## src/rtl/wcl_pkg.sv

```systemverilog
// ----------------------------------------------------------------------------
// wcl_pkg
// Shared constants of the weld column locator: register indexes, fixed field
// widths and register reset values.
// ----------------------------------------------------------------------------
package wcl_pkg;

  // fixed field widths
  localparam int THR_W    = 17;
  localparam int LIMIT_W  = 11;
  localparam int MINL_W   = 10;
  localparam int SENS_W   = 8;
  localparam int COLS_W   = 10;
  localparam int MASK_W   = 4;
  localparam int POS_W    = 11;
  localparam int CFG_IDX_W = 3;
  localparam int CFG_DAT_W = 17;

  // register indexes
  localparam logic [CFG_IDX_W-1:0] REG_THRESHOLD = 3'd0;
  localparam logic [CFG_IDX_W-1:0] REG_LIMIT     = 3'd1;
  localparam logic [CFG_IDX_W-1:0] REG_MIN_LEN   = 3'd2;
  localparam logic [CFG_IDX_W-1:0] REG_WELD_MODE = 3'd3;
  localparam logic [CFG_IDX_W-1:0] REG_SENSORS   = 3'd4;
  localparam logic [CFG_IDX_W-1:0] REG_COLUMNS   = 3'd5;
  localparam logic [CFG_IDX_W-1:0] REG_MASK      = 3'd6;

  // register reset values
  localparam logic [SENS_W-1:0] SENS_RST = 8'd128;
  localparam logic [COLS_W-1:0] COLS_RST = 10'd512;
  localparam logic [MASK_W-1:0] MASK_RST = 4'd3;

endpackage

```

## src/rtl/wcl_scan.sv

```systemverilog
// ----------------------------------------------------------------------------
// wcl_scan
// Window scan sequencer: issues one store read a cycle, accumulates hot
// pixel counts and column peaks in the cycle after, keeps the best candidate.
// ----------------------------------------------------------------------------
module wcl_scan
  import wcl_pkg::*;
#(
  parameter int MAX_SENSORS = 128,
  parameter int MAX_COLUMNS = 512,
  parameter int MAX_MASK    = 8,
  parameter int SAMPLE_BITS = 16
) (
  input  logic clk,
  input  logic rst_n,
  input  logic start,
  input  logic signed [THR_W-1:0] thr,
  input  logic [LIMIT_W-1:0] limit,
  input  logic [MINL_W-1:0]  min_len,
  input  logic               weld_mode,
  input  logic [$clog2(MAX_SENSORS+1)-1:0] sens,
  input  logic [$clog2(MAX_COLUMNS+1)-1:0] cols,
  input  logic [$clog2(MAX_MASK+1)-1:0]    mask,
  output logic rd_en,
  output logic [$clog2(MAX_SENSORS*MAX_COLUMNS)-1:0] rd_addr,
  input  logic [2*SAMPLE_BITS-1:0] rd_data,
  output logic busy,
  output logic done,
  output logic signed [$clog2(MAX_COLUMNS+MAX_MASK+1):0] pos
);

  localparam int DEPTH = MAX_SENSORS * MAX_COLUMNS;
  localparam int AW = $clog2(DEPTH);
  localparam int SW = $clog2(MAX_SENSORS + 1);
  localparam int CW = $clog2(MAX_COLUMNS + 1);
  localparam int MW = $clog2(MAX_MASK + 1);
  localparam int NW = $clog2(MAX_SENSORS * MAX_MASK + 1);
  localparam int PW = $clog2(MAX_COLUMNS + MAX_MASK + 1) + 1;
  localparam int XW = (SAMPLE_BITS > THR_W) ? SAMPLE_BITS : THR_W;

  localparam logic [1:0] ST_IDLE = 2'd0;
  localparam logic [1:0] ST_RUN  = 2'd1;
  localparam logic [1:0] ST_FIN  = 2'd2;

  logic [1:0] state_r, state_nxt;
  logic issue_r, issue_nxt;
  logic [AW-1:0] addr_r, addr_nxt, base_r, base_nxt;
  logic [SW-1:0] k_r, k_nxt;
  logic [MW-1:0] j_r, j_nxt;
  logic [CW-1:0] d_r, d_nxt, last_d_r, last_d_nxt;

  // process stage tags
  logic p_valid_r, p_valid_nxt, p_col_end_r, p_win_end_r;
  logic [CW-1:0] p_d_r;

  logic [NW-1:0] cnt_r, cnt_nxt, best_cnt_r, best_cnt_nxt;
  logic [SW-1:0] col_r, col_nxt, peak_r, peak_nxt;
  logic [MW-1:0] steps_r, steps_nxt;
  logic signed [PW-1:0] best_r, best_nxt;

  logic col_end, win_end;
  logic [AW:0] addr_inc, base_sum;
  logic [AW-1:0] addr_step;
  logic signed [XW-1:0] a_x, b_x, t_x;
  logic hot, hot2, new_peak, qualify, brk;
  logic [NW-1:0] cnt_tot;
  logic [SW-1:0] col_tot;
  logic [MW-1:0] steps_tot;
  logic signed [PW-1:0] cand;
  logic signed [31:0] minl_s, gap;

  // issue side
  assign col_end  = (k_r == sens - SW'(1));
  assign win_end  = col_end && (j_r == mask - MW'(1));
  assign addr_inc = {1'b0, addr_r} + (AW+1)'(1);
  assign addr_step = (addr_inc == (AW+1)'(DEPTH)) ? '0 : addr_inc[AW-1:0];
  assign base_sum = {1'b0, base_r} + (AW+1)'(sens);
  assign rd_en    = issue_r;
  assign rd_addr  = addr_r;

  // process side
  assign a_x = XW'($signed(rd_data[SAMPLE_BITS-1:0]));
  assign b_x = XW'($signed(rd_data[2*SAMPLE_BITS-1:SAMPLE_BITS]));
  assign t_x = XW'(thr);
  assign hot  = (a_x > t_x) || ((b_x > t_x) && (a_x < t_x));
  assign hot2 = (a_x > t_x) || (b_x > t_x);
  assign cnt_tot  = cnt_r + NW'(hot);
  assign col_tot  = col_r + SW'(hot2);
  assign new_peak = col_tot > peak_r;
  assign steps_tot = steps_r + MW'(p_col_end_r && new_peak);
  assign cand   = PW'(p_d_r) + PW'(steps_tot);
  assign minl_s = signed'(32'(min_len));
  assign gap    = signed'(32'(p_d_r)) - 32'(best_r);
  assign qualify = (32'(cnt_tot) > 32'(limit)) && (cnt_tot > best_cnt_r) &&
                   (32'(cand) > minl_s);
  assign brk = qualify && weld_mode && (gap > minl_s) && (best_cnt_r != '0) &&
               (32'(best_r) > minl_s);

  always_comb begin
    state_nxt = state_r;
    issue_nxt = issue_r;
    addr_nxt = addr_r;
    base_nxt = base_r;
    k_nxt = k_r;
    j_nxt = j_r;
    d_nxt = d_r;
    last_d_nxt = last_d_r;
    p_valid_nxt = issue_r;
    cnt_nxt = cnt_r;
    col_nxt = col_r;
    peak_nxt = peak_r;
    steps_nxt = steps_r;
    best_cnt_nxt = best_cnt_r;
    best_nxt = best_r;
    case (state_r)
      ST_IDLE: begin
        if (start) begin
          addr_nxt = '0;
          base_nxt = '0;
          k_nxt = '0;
          j_nxt = '0;
          d_nxt = '0;
          last_d_nxt = cols - CW'(mask) - CW'(1);
          cnt_nxt = '0;
          col_nxt = '0;
          peak_nxt = '0;
          steps_nxt = '0;
          best_cnt_nxt = '0;
          best_nxt = '1;
          if (sens == '0 || mask == '0 || 32'(mask) >= 32'(cols)) begin
            state_nxt = ST_FIN;
          end else begin
            state_nxt = ST_RUN;
            issue_nxt = 1'b1;
          end
        end
      end
      ST_RUN: begin
        // address walk over the window
        if (issue_r) begin
          if (!col_end) begin
            k_nxt = k_r + SW'(1);
            addr_nxt = addr_step;
          end else if (!win_end) begin
            k_nxt = '0;
            j_nxt = j_r + MW'(1);
            addr_nxt = addr_step;
          end else begin
            k_nxt = '0;
            j_nxt = '0;
            base_nxt = (base_sum >= (AW+1)'(DEPTH)) ?
                       AW'(base_sum - (AW+1)'(DEPTH)) : base_sum[AW-1:0];
            addr_nxt = base_nxt;
            d_nxt = d_r + CW'(1);
            if (d_r == last_d_r) begin
              issue_nxt = 1'b0;
            end
          end
        end
        // accumulate and evaluate
        if (p_valid_r) begin
          cnt_nxt = cnt_tot;
          col_nxt = col_tot;
          if (p_col_end_r) begin
            col_nxt = '0;
            steps_nxt = steps_tot;
            if (new_peak) begin
              peak_nxt = col_tot;
            end
          end
          if (p_win_end_r) begin
            cnt_nxt = '0;
            peak_nxt = '0;
            steps_nxt = '0;
            if (brk) begin
              state_nxt = ST_FIN;
              issue_nxt = 1'b0;
              p_valid_nxt = 1'b0;
            end else begin
              if (qualify) begin
                best_cnt_nxt = cnt_tot;
                best_nxt = cand;
              end
              if (p_d_r == last_d_r) begin
                state_nxt = ST_FIN;
              end
            end
          end
        end
      end
      ST_FIN: begin
        state_nxt = ST_IDLE;
        p_valid_nxt = 1'b0;
      end
      default: begin
        state_nxt = ST_IDLE;
        issue_nxt = 1'b0;
      end
    endcase
  end

  // control state
  always_ff @(posedge clk) begin
    if (!rst_n) begin
      state_r <= ST_IDLE;
      issue_r <= 1'b0;
      p_valid_r <= 1'b0;
      best_cnt_r <= '0;
      best_r <= '1;
    end else begin
      state_r <= state_nxt;
      issue_r <= issue_nxt;
      p_valid_r <= p_valid_nxt;
      best_cnt_r <= best_cnt_nxt;
      best_r <= best_nxt;
    end
  end

  // datapath
  always_ff @(posedge clk) begin
    addr_r <= addr_nxt;
    base_r <= base_nxt;
    k_r <= k_nxt;
    j_r <= j_nxt;
    d_r <= d_nxt;
    last_d_r <= last_d_nxt;
    cnt_r <= cnt_nxt;
    col_r <= col_nxt;
    peak_r <= peak_nxt;
    steps_r <= steps_nxt;
    p_col_end_r <= col_end;
    p_win_end_r <= win_end;
    p_d_r <= d_r;
  end

  assign busy = (state_r != ST_IDLE);
  assign done = (state_r == ST_FIN);
  assign pos  = best_r;

endmodule
```

## config.mk

```make
export PLATFORM = sky130hd
export DESIGN_NAME = wcl_scan
export DESIGN_NICKNAME = d
export VERILOG_FILES = /design/src/rtl/wcl_pkg.sv /design/src/rtl/wcl_scan.sv
export SDC_FILE = /design/constraint.sdc
export NUM_CORES = 1
export LEC_CHECK = 0
export BUFFER_PORTS_ARGS = -buffer_cell sky130_fd_sc_hd__clkbuf_2
export CAP_MARGIN = 20
export CELL_PAD_IN_SITES_DETAIL_PLACEMENT = 0
export CELL_PAD_IN_SITES_GLOBAL_PLACEMENT = 1
export CORE_MARGIN = 3
export CORE_UTILIZATION = 45
export CTS_CLUSTER_SIZE = 16
export DETAILED_ROUTE_END_ITERATION = 12
export PLACE_DENSITY = 0.91
export SKIP_CTS_REPAIR_TIMING = 1
export SYNTH_ARGS = -nofsm -noshare
export SYNTH_HDL_FRONTEND = slang
export SYNTH_SLANG_ARGS = --single-unit
```

## constraint.sdc

```tcl
create_clock -name clk -period 22.5 [get_ports clk]
set_input_delay 3.375 -clock clk [delete_from_list [all_inputs] [get_ports clk]]
set_output_delay 3.375 -clock clk [all_outputs]
set_load 0.01 [all_outputs]
```

# After elaboration in Yosys (flattened, before gate mapping)
# Index checks and enable logic that the tools add are counted.
# W data, S select, Z words.
[word_totals] register_bits=133
[op_classes] reduce_logical=29 eq_ne=19 n_addsub=15 bitwise=1 n_mux=73 magnitude_cmp=11
[ops] op="$mux W16" count=9
[ops] op="$mux W11" count=12
[ops] op="$mux W8" count=9
[ops] op="$pmux W11 S2" count=3
[ops] op="$pmux W16 S2" count=2
[ops] op="$pmux W8 S2" count=3
[ops] op="$gt A11 B11 Y1" count=4
[ops] op="$mux W10" count=4
[ops] op="$gt A16 B17 Y1" count=2
[ops] op="$mux W4" count=7
[ops] op="$eq A10 B10 Y1" count=2
[ops] op="$pmux W10 S2" count=1
[ops] op="$ne A2 B2 Y1 const B" count=9
[ops] op="$add A16 B1 Y17 const B" count=1
[ops] op="$add A16 B8 Y17" count=1
[ops] op="$eq A17 B17 Y1 const B" count=1
[ops] op="$ge A17 B17 Y1 const B" count=1
[ops] op="$lt A16 B17 Y1" count=1
[ops] op="$pmux W4 S2" count=2
[ops] op="$sub A16 B1 Y16 const B" count=1
[ops] op="$gt A12 B11 Y1" count=1
[ops] op="$mux W1" count=12
[ops] op="$mux W2" count=6
[ops] op="$reduce_and A4 Y1" count=3
[ops] op="other kinds (34)" count=51

# Logic depth before layout (Yosys ltp)
[depth] depth_word=17 ltp_mapped=40 mapped_depth_nobuf=39

# Worst setup path before layout
# Ideal clock, no wire load.
[synth_path] path_kind="input to register" startpoint="in thr[5]" endpoint="reg best_cnt_r[0]" path_buffers=1 stages=39 setup_time_ns=0.072 required_ns=22.428 slack_ns=12.451 arrival_ns=9.977 cell_sequence="inv_1 ha_1 a21o_1 a21o_1 a21o_1 a21o_1 o31ai_1 a31oi_1 o41ai_1 nand2_1 ha_1 and3_1 nand3_1 xor2_1 inv_1 ha_1 a21o_1 a21o_1 [... 3 more ...] ha_1 ha_1 ha_1 a21o_1 a21oi_1 nor2b_1 o21ai_0 nor3_1 xor2_1 ha_1 nand3_1 nor3_1 nor4_1 nand4_1 o21bai_1 a21oi_1 buf_2 mux2i_1"
[synth_between] elab_chain_cells=15 elab_cells_between_ends=29 classes_between="4 x add/sub; 7 x order compare; 2 x eq/ne; 5 x mux; 11 x reduce/logical"
[synth_rtl] item="from (decl)" line_no="wcl_scan.sv:17" rtl="input logic signed [THR_W-1:0] thr,"
[synth_rtl] item="$gt A16 B17 Y1" line_no="wcl_scan.sv:86" rtl="assign hot2 = (a_x > t_x) || (b_x > t_x);"
[synth_rtl] item="$logic_or A1 B1 Y1 *" line_no="wcl_scan.sv:86"
[synth_rtl] item="$add A8 B1 Y8 *" line_no="wcl_scan.sv:88" rtl="assign col_tot = col_r + SW'(hot2);"
[synth_rtl] item="via col_tot[5]" line_no="wcl_scan.sv:67" rtl="logic [SW-1:0] col_tot;"
[synth_rtl] item="$gt A8 B8 Y1 *" line_no="wcl_scan.sv:89" rtl="assign new_peak = col_tot > peak_r;"
[synth_rtl] item="$logic_and A1 B1 Y1 *" line_no="wcl_scan.sv:90" rtl="assign steps_tot = steps_r + MW'(p_col_end_r && new_peak);"
[synth_rtl] item="$add A4 B1 Y4 *" line_no="wcl_scan.sv:90"
[synth_rtl] item="via steps_tot[1]" line_no="wcl_scan.sv:68" rtl="logic [MW-1:0] steps_tot;"
[synth_rtl] item="$add A10 B4 Y11 *" line_no="wcl_scan.sv:91" rtl="assign cand = PW'(p_d_r) + PW'(steps_tot);"
[synth_rtl] item="$gt A11 B11 Y1 *" line_no="wcl_scan.sv:95" rtl="(32'(cand) > minl_s);"
[synth_rtl] item="$logic_and A1 B1 Y1 *" line_no="wcl_scan.sv:94" rtl="assign qualify = (32'(cnt_tot) > 32'(limit)) && (cnt_tot > best_cnt_r) &&"
[synth_rtl] item="$logic_and A1 B1 Y1 (4 in a row)" line_no="wcl_scan.sv:96" rtl="assign brk = qualify && weld_mode && (gap > minl_s) && (best_cnt_r != '0) &&"
[synth_rtl] item="$ne A2 B2 Y1 (no source line)"
[synth_rtl] item="$reduce_and A6 Y1 (no source line) *"
[synth_rtl] item="to (signal assigned)" line_no="wcl_scan.sv:214" rtl="best_cnt_r <= best_cnt_nxt;"
[synth_rtl] item="to (decl)" line_no="wcl_scan.sv:56" rtl="logic [NW-1:0] cnt_r, cnt_nxt, best_cnt_r, best_cnt_nxt;"
# The timed path passes the listed nets; every way through them passes the cells marked *. The select of a mux whose other input is x is not followed.
# A chain may end at the register's enable or synchronous reset.

# Worst setup path in the final report
[layout_path] startpoint="in thr[5]" endpoint="reg best_r[1], in the netlist pos[1]"
[layout_between] elab_chain_cells=15 elab_cells_between_ends=29 classes_between="4 x add/sub; 7 x order compare; 2 x eq/ne; 5 x mux; 11 x reduce/logical"
[layout_rtl] item="$gt A16 B17 Y1" line_no="wcl_scan.sv:86"
[layout_rtl] item="$logic_or A1 B1 Y1 *" line_no="wcl_scan.sv:86"
[layout_rtl] item="$add A8 B1 Y8 *" line_no="wcl_scan.sv:88"
[layout_rtl] item="via col_tot[5]" line_no="wcl_scan.sv:67"
[layout_rtl] item="$gt A8 B8 Y1 *" line_no="wcl_scan.sv:89"
[layout_rtl] item="$logic_and A1 B1 Y1 *" line_no="wcl_scan.sv:90"
[layout_rtl] item="$add A4 B1 Y4 *" line_no="wcl_scan.sv:90"
[layout_rtl] item="via steps_tot[1]" line_no="wcl_scan.sv:68"
[layout_rtl] item="$add A10 B4 Y11 *" line_no="wcl_scan.sv:91"
[layout_rtl] item="$gt A11 B11 Y1" line_no="wcl_scan.sv:95"
[layout_rtl] item="$logic_and A1 B1 Y1" line_no="wcl_scan.sv:94"
[layout_rtl] item="$logic_and A1 B1 Y1 (4 in a row)" line_no="wcl_scan.sv:96"
[layout_rtl] item="$ne A2 B2 Y1 (no source line)"
[layout_rtl] item="$reduce_and A6 Y1 (no source line)"
[layout_rtl] item="to (signal assigned)" line_no="wcl_scan.sv:215" rtl="best_r <= best_nxt;"
[layout_rtl] item="to (decl)" line_no="wcl_scan.sv:59" rtl="logic signed [PW-1:0] best_r, best_nxt;"
# Marked as above.

==> results.yml <==
status:
  status: "finished clean"
floorplan:
  fp.dieW_um: 155
  die_h_um: 155
  initial_core_util_pct: 46.8
  rows: 53
  ios: 126
  coreArea_mm2: 0.0214
  die-area_mm2: 0.0241
global_route:
  use_met2_pct: 31.8
  grt_max_degree: 29
  grt-ovfl-total: 0
  busiest_layer: "met2"
  grt_usage_pct: 19.3
  grtUsageMet3_pct: 3.92
  grt_pass1_vias: 7713
  antenna_found_initial: 0
  grt_pass1_wl_um: 37800
  use_met1_pct: 26.3
clocking:
  cts_root_buf: "clkbuf_16"
  cts.htree.levels: 4
  cts_tree: "built"
  clkLatencyLatePin_ns: 0.42
  clkTransAtPathRegs_ns: 0.06
  numCtsBuffers: 17
  cts.sinks: 133
  clk_path_buf_depth: 2
synth:
  synthArstFlopShare_pct: 0
  ys_top_cells_by_area: "edfxtp_1, ha_1, dfxtp_1"
  avgSynthCellArea_um2: 9.47
  ys_top_cells_by_count: "ha_1, inv_1, nor2_1, edfxtp_1, xnor2_1"
  syn_nets: 1297
  synth_seq_cells: 133
  synthDistinctLibCells: 63
  ys.flop_type: "edfxtp_1"
  synth.largest_area_cell: "edfxtp_1"
  ys.warnings.count: 0
  synth_top_area_share_pct: 28.5
  netlist_instances: 1058
  yosysSeqAreaShare_pct: 36.1
  yosysMostFrequentCell: "ha_1"
  synth_area_mm2: 0.0100
  synth-edff-count: 95
route:
  route.detailed.drc: 0
  drt_iter0_drc: 448
  routedWlPerCell_um: 15.9
  num_vias: 7939
  drtAntennaViolNets: 0
  wl_um: 23400
  first_pass_iters: 5
  vias_per_cell: 5.37
timing:
  slew_headroom_pct: 38.1
  rsz0062_at_grt: "no"
  finalCriticalPeriod_ns: 10.78
  final_max_slew_viol_count: 0
  setup_viol: 0
  fin_tns_setup_ns: 0
  tightest_slew_ns: 0.925
  max_freq_ghz: 0.0928
  whs_ns: 0.462
  finClkSkew_ns: 0.00984
  hold_violations: 0
  fin_crit_sh_pct: 47.9
power_and_ir_drop:
  power_uw: 1390
  irDropWorstVdd_mv: 0.0573
  p_leak_uw: 0.00525
  p_per_area_mw_per_mm2: 120
cells_and_area:
  nets: 1429
  final_cells: 1478
  drive_above_1_share_pct: 14.5
  syn_to_final_growth_pct: 15.5
  diodes: 0
placed_design:
  portBuffers: 125
  dp_hpwl_um: 18500
  gp_congestion: 0.842
  place_inst: 1444
worst_setup_path:
  slowest_delay_ns: 0.46
  reg2reg_depth: 29
  crit_path_top_delay_cell: "a21oi_2"
  cp.arrival_ns: 11.08
  required_ns: 22.80
  critPathLaunchType: "input pin"
  cp-end-kind: "register"
  cp_max_fo: 15
  criticalPathCategory: "input pin to register"
hold_path:
  hp-class: "register to register"
  min_path_cells: 0
run:
  maxCapViolations: 0
-- flip-flops by register name (all words and copies together), names as in the netlist, 8 cells and up --
signal / count
peak_r: 8
rd_addr: 16
d_r: 10
pos: 11
best_cnt_r: 11
cnt_r: 11
base_r: 16
col_r: 8
p_d_r: 10
last_d_r: 10
k_r: 8
-- stage by stage --
stage               worst slack (ns)  cell area, µm²  utilization [%]
CTS                            11.74           11500             53.8
floorplan                      12.45           10000                -
global route                   11.09           11600             54.0
global placement               11.47           11000             51.1
detailed placement             11.32           11000             51.1
finish                         11.72           11600             54.0
-- placed cells by master (no fill, tap or decap), drive strengths merged, types with 3 or more instances in the layout --
cell type	netlist	layout
clkinv	0	4
o211ai	8	8
xor2	54	54
buf	5	6
fa	4	4
or3	3	3
a211oi	13	13
ha	139	139
nand2b	11	11
xnor2	62	62
o21bai	3	3
nand4	18	18
and3	20	20
nand2	48	48
a21oi	47	47
o41ai	3	3
nor4	11	11
inv	117	124
clkbuf	13	145
nor3	23	23
a2111oi	4	4
edfxtp	95	95
nand3	46	46
and2	17	17
o2bb2ai	7	7
nand3b	4	4
mux2i	18	18
a21o	30	30
o21ai	34	34
or2	3	3
dfxtp	38	38
a31oi	6	6
nor2	102	102
o21a	11	11
nor2b	14	14
-- area by class of cell --
type | count | area [µm²]
timing repair buffer | 131 | 698
inverter | 117 | 439
multi-input combinational | 790 | 5900
clock buffer | 20 | 468
fill | 1912 | 9850
tap | 275 | 344
sequential | 133 | 3610
clock inverter | 12 | 113
-- power breakdown --
part | leakage [µW] | internal (µW) | switching (µW) | total, µW
Combinational | 0.00372 | 269 | 377 | 646
Sequential | 0.00124 | 386 | 87.8 | 474
Clock | 0.000290 | 163 | 110 | 273
-- worst max-delay path: cells and delay by family --
| kind | cells | cell delay (ns) |
|---|---|---|
| compound gates | 17 | 3.26 |
| xor+xnor | 2 | 0.44 |
| fa+ha+maj | 7 | 1.88 |
| buf+inv | 4 | 0.56 |
| mux | 1 | 0.36 |
| simple gates | 9 | 1.19 |
-- routing by layer --
metal / share of wire, % / vias to the layer above
met5: 0 / -
li1: - / 4027
met1: 47 / 3712
met4: 1.2 / 0
met3: 5.2 / 24
met2: 46 / 176
-- path summary, 6_finish.rpt --
kind,from,slack [ns],to
max,thr[5],11.72,pos[1]
min,d_r[9],0.46,p_d_r[9]
min reg2reg,d_r[9],0.46,p_d_r[9]
max reg2reg,col_r[0],15.98,pos[1]
-- cell families (layout without fill, tap and decap cells) --
kind of cell             Yosys count  in the layout  synth area share, %
AND/OR/NAND/NOR                  324            324                 15.8
AO/OA/AOI/OAI                    188            188                 12.7
adder cells (fa/ha/maj)          143            143                 18.2
buffers and inverters            135            280                 5.17
flip-flops                       133            133                 36.1
XOR/XNOR                         116            116                 10.1
multiplexers                      19             19                 1.91
Power figures use the tool's default switching activity.
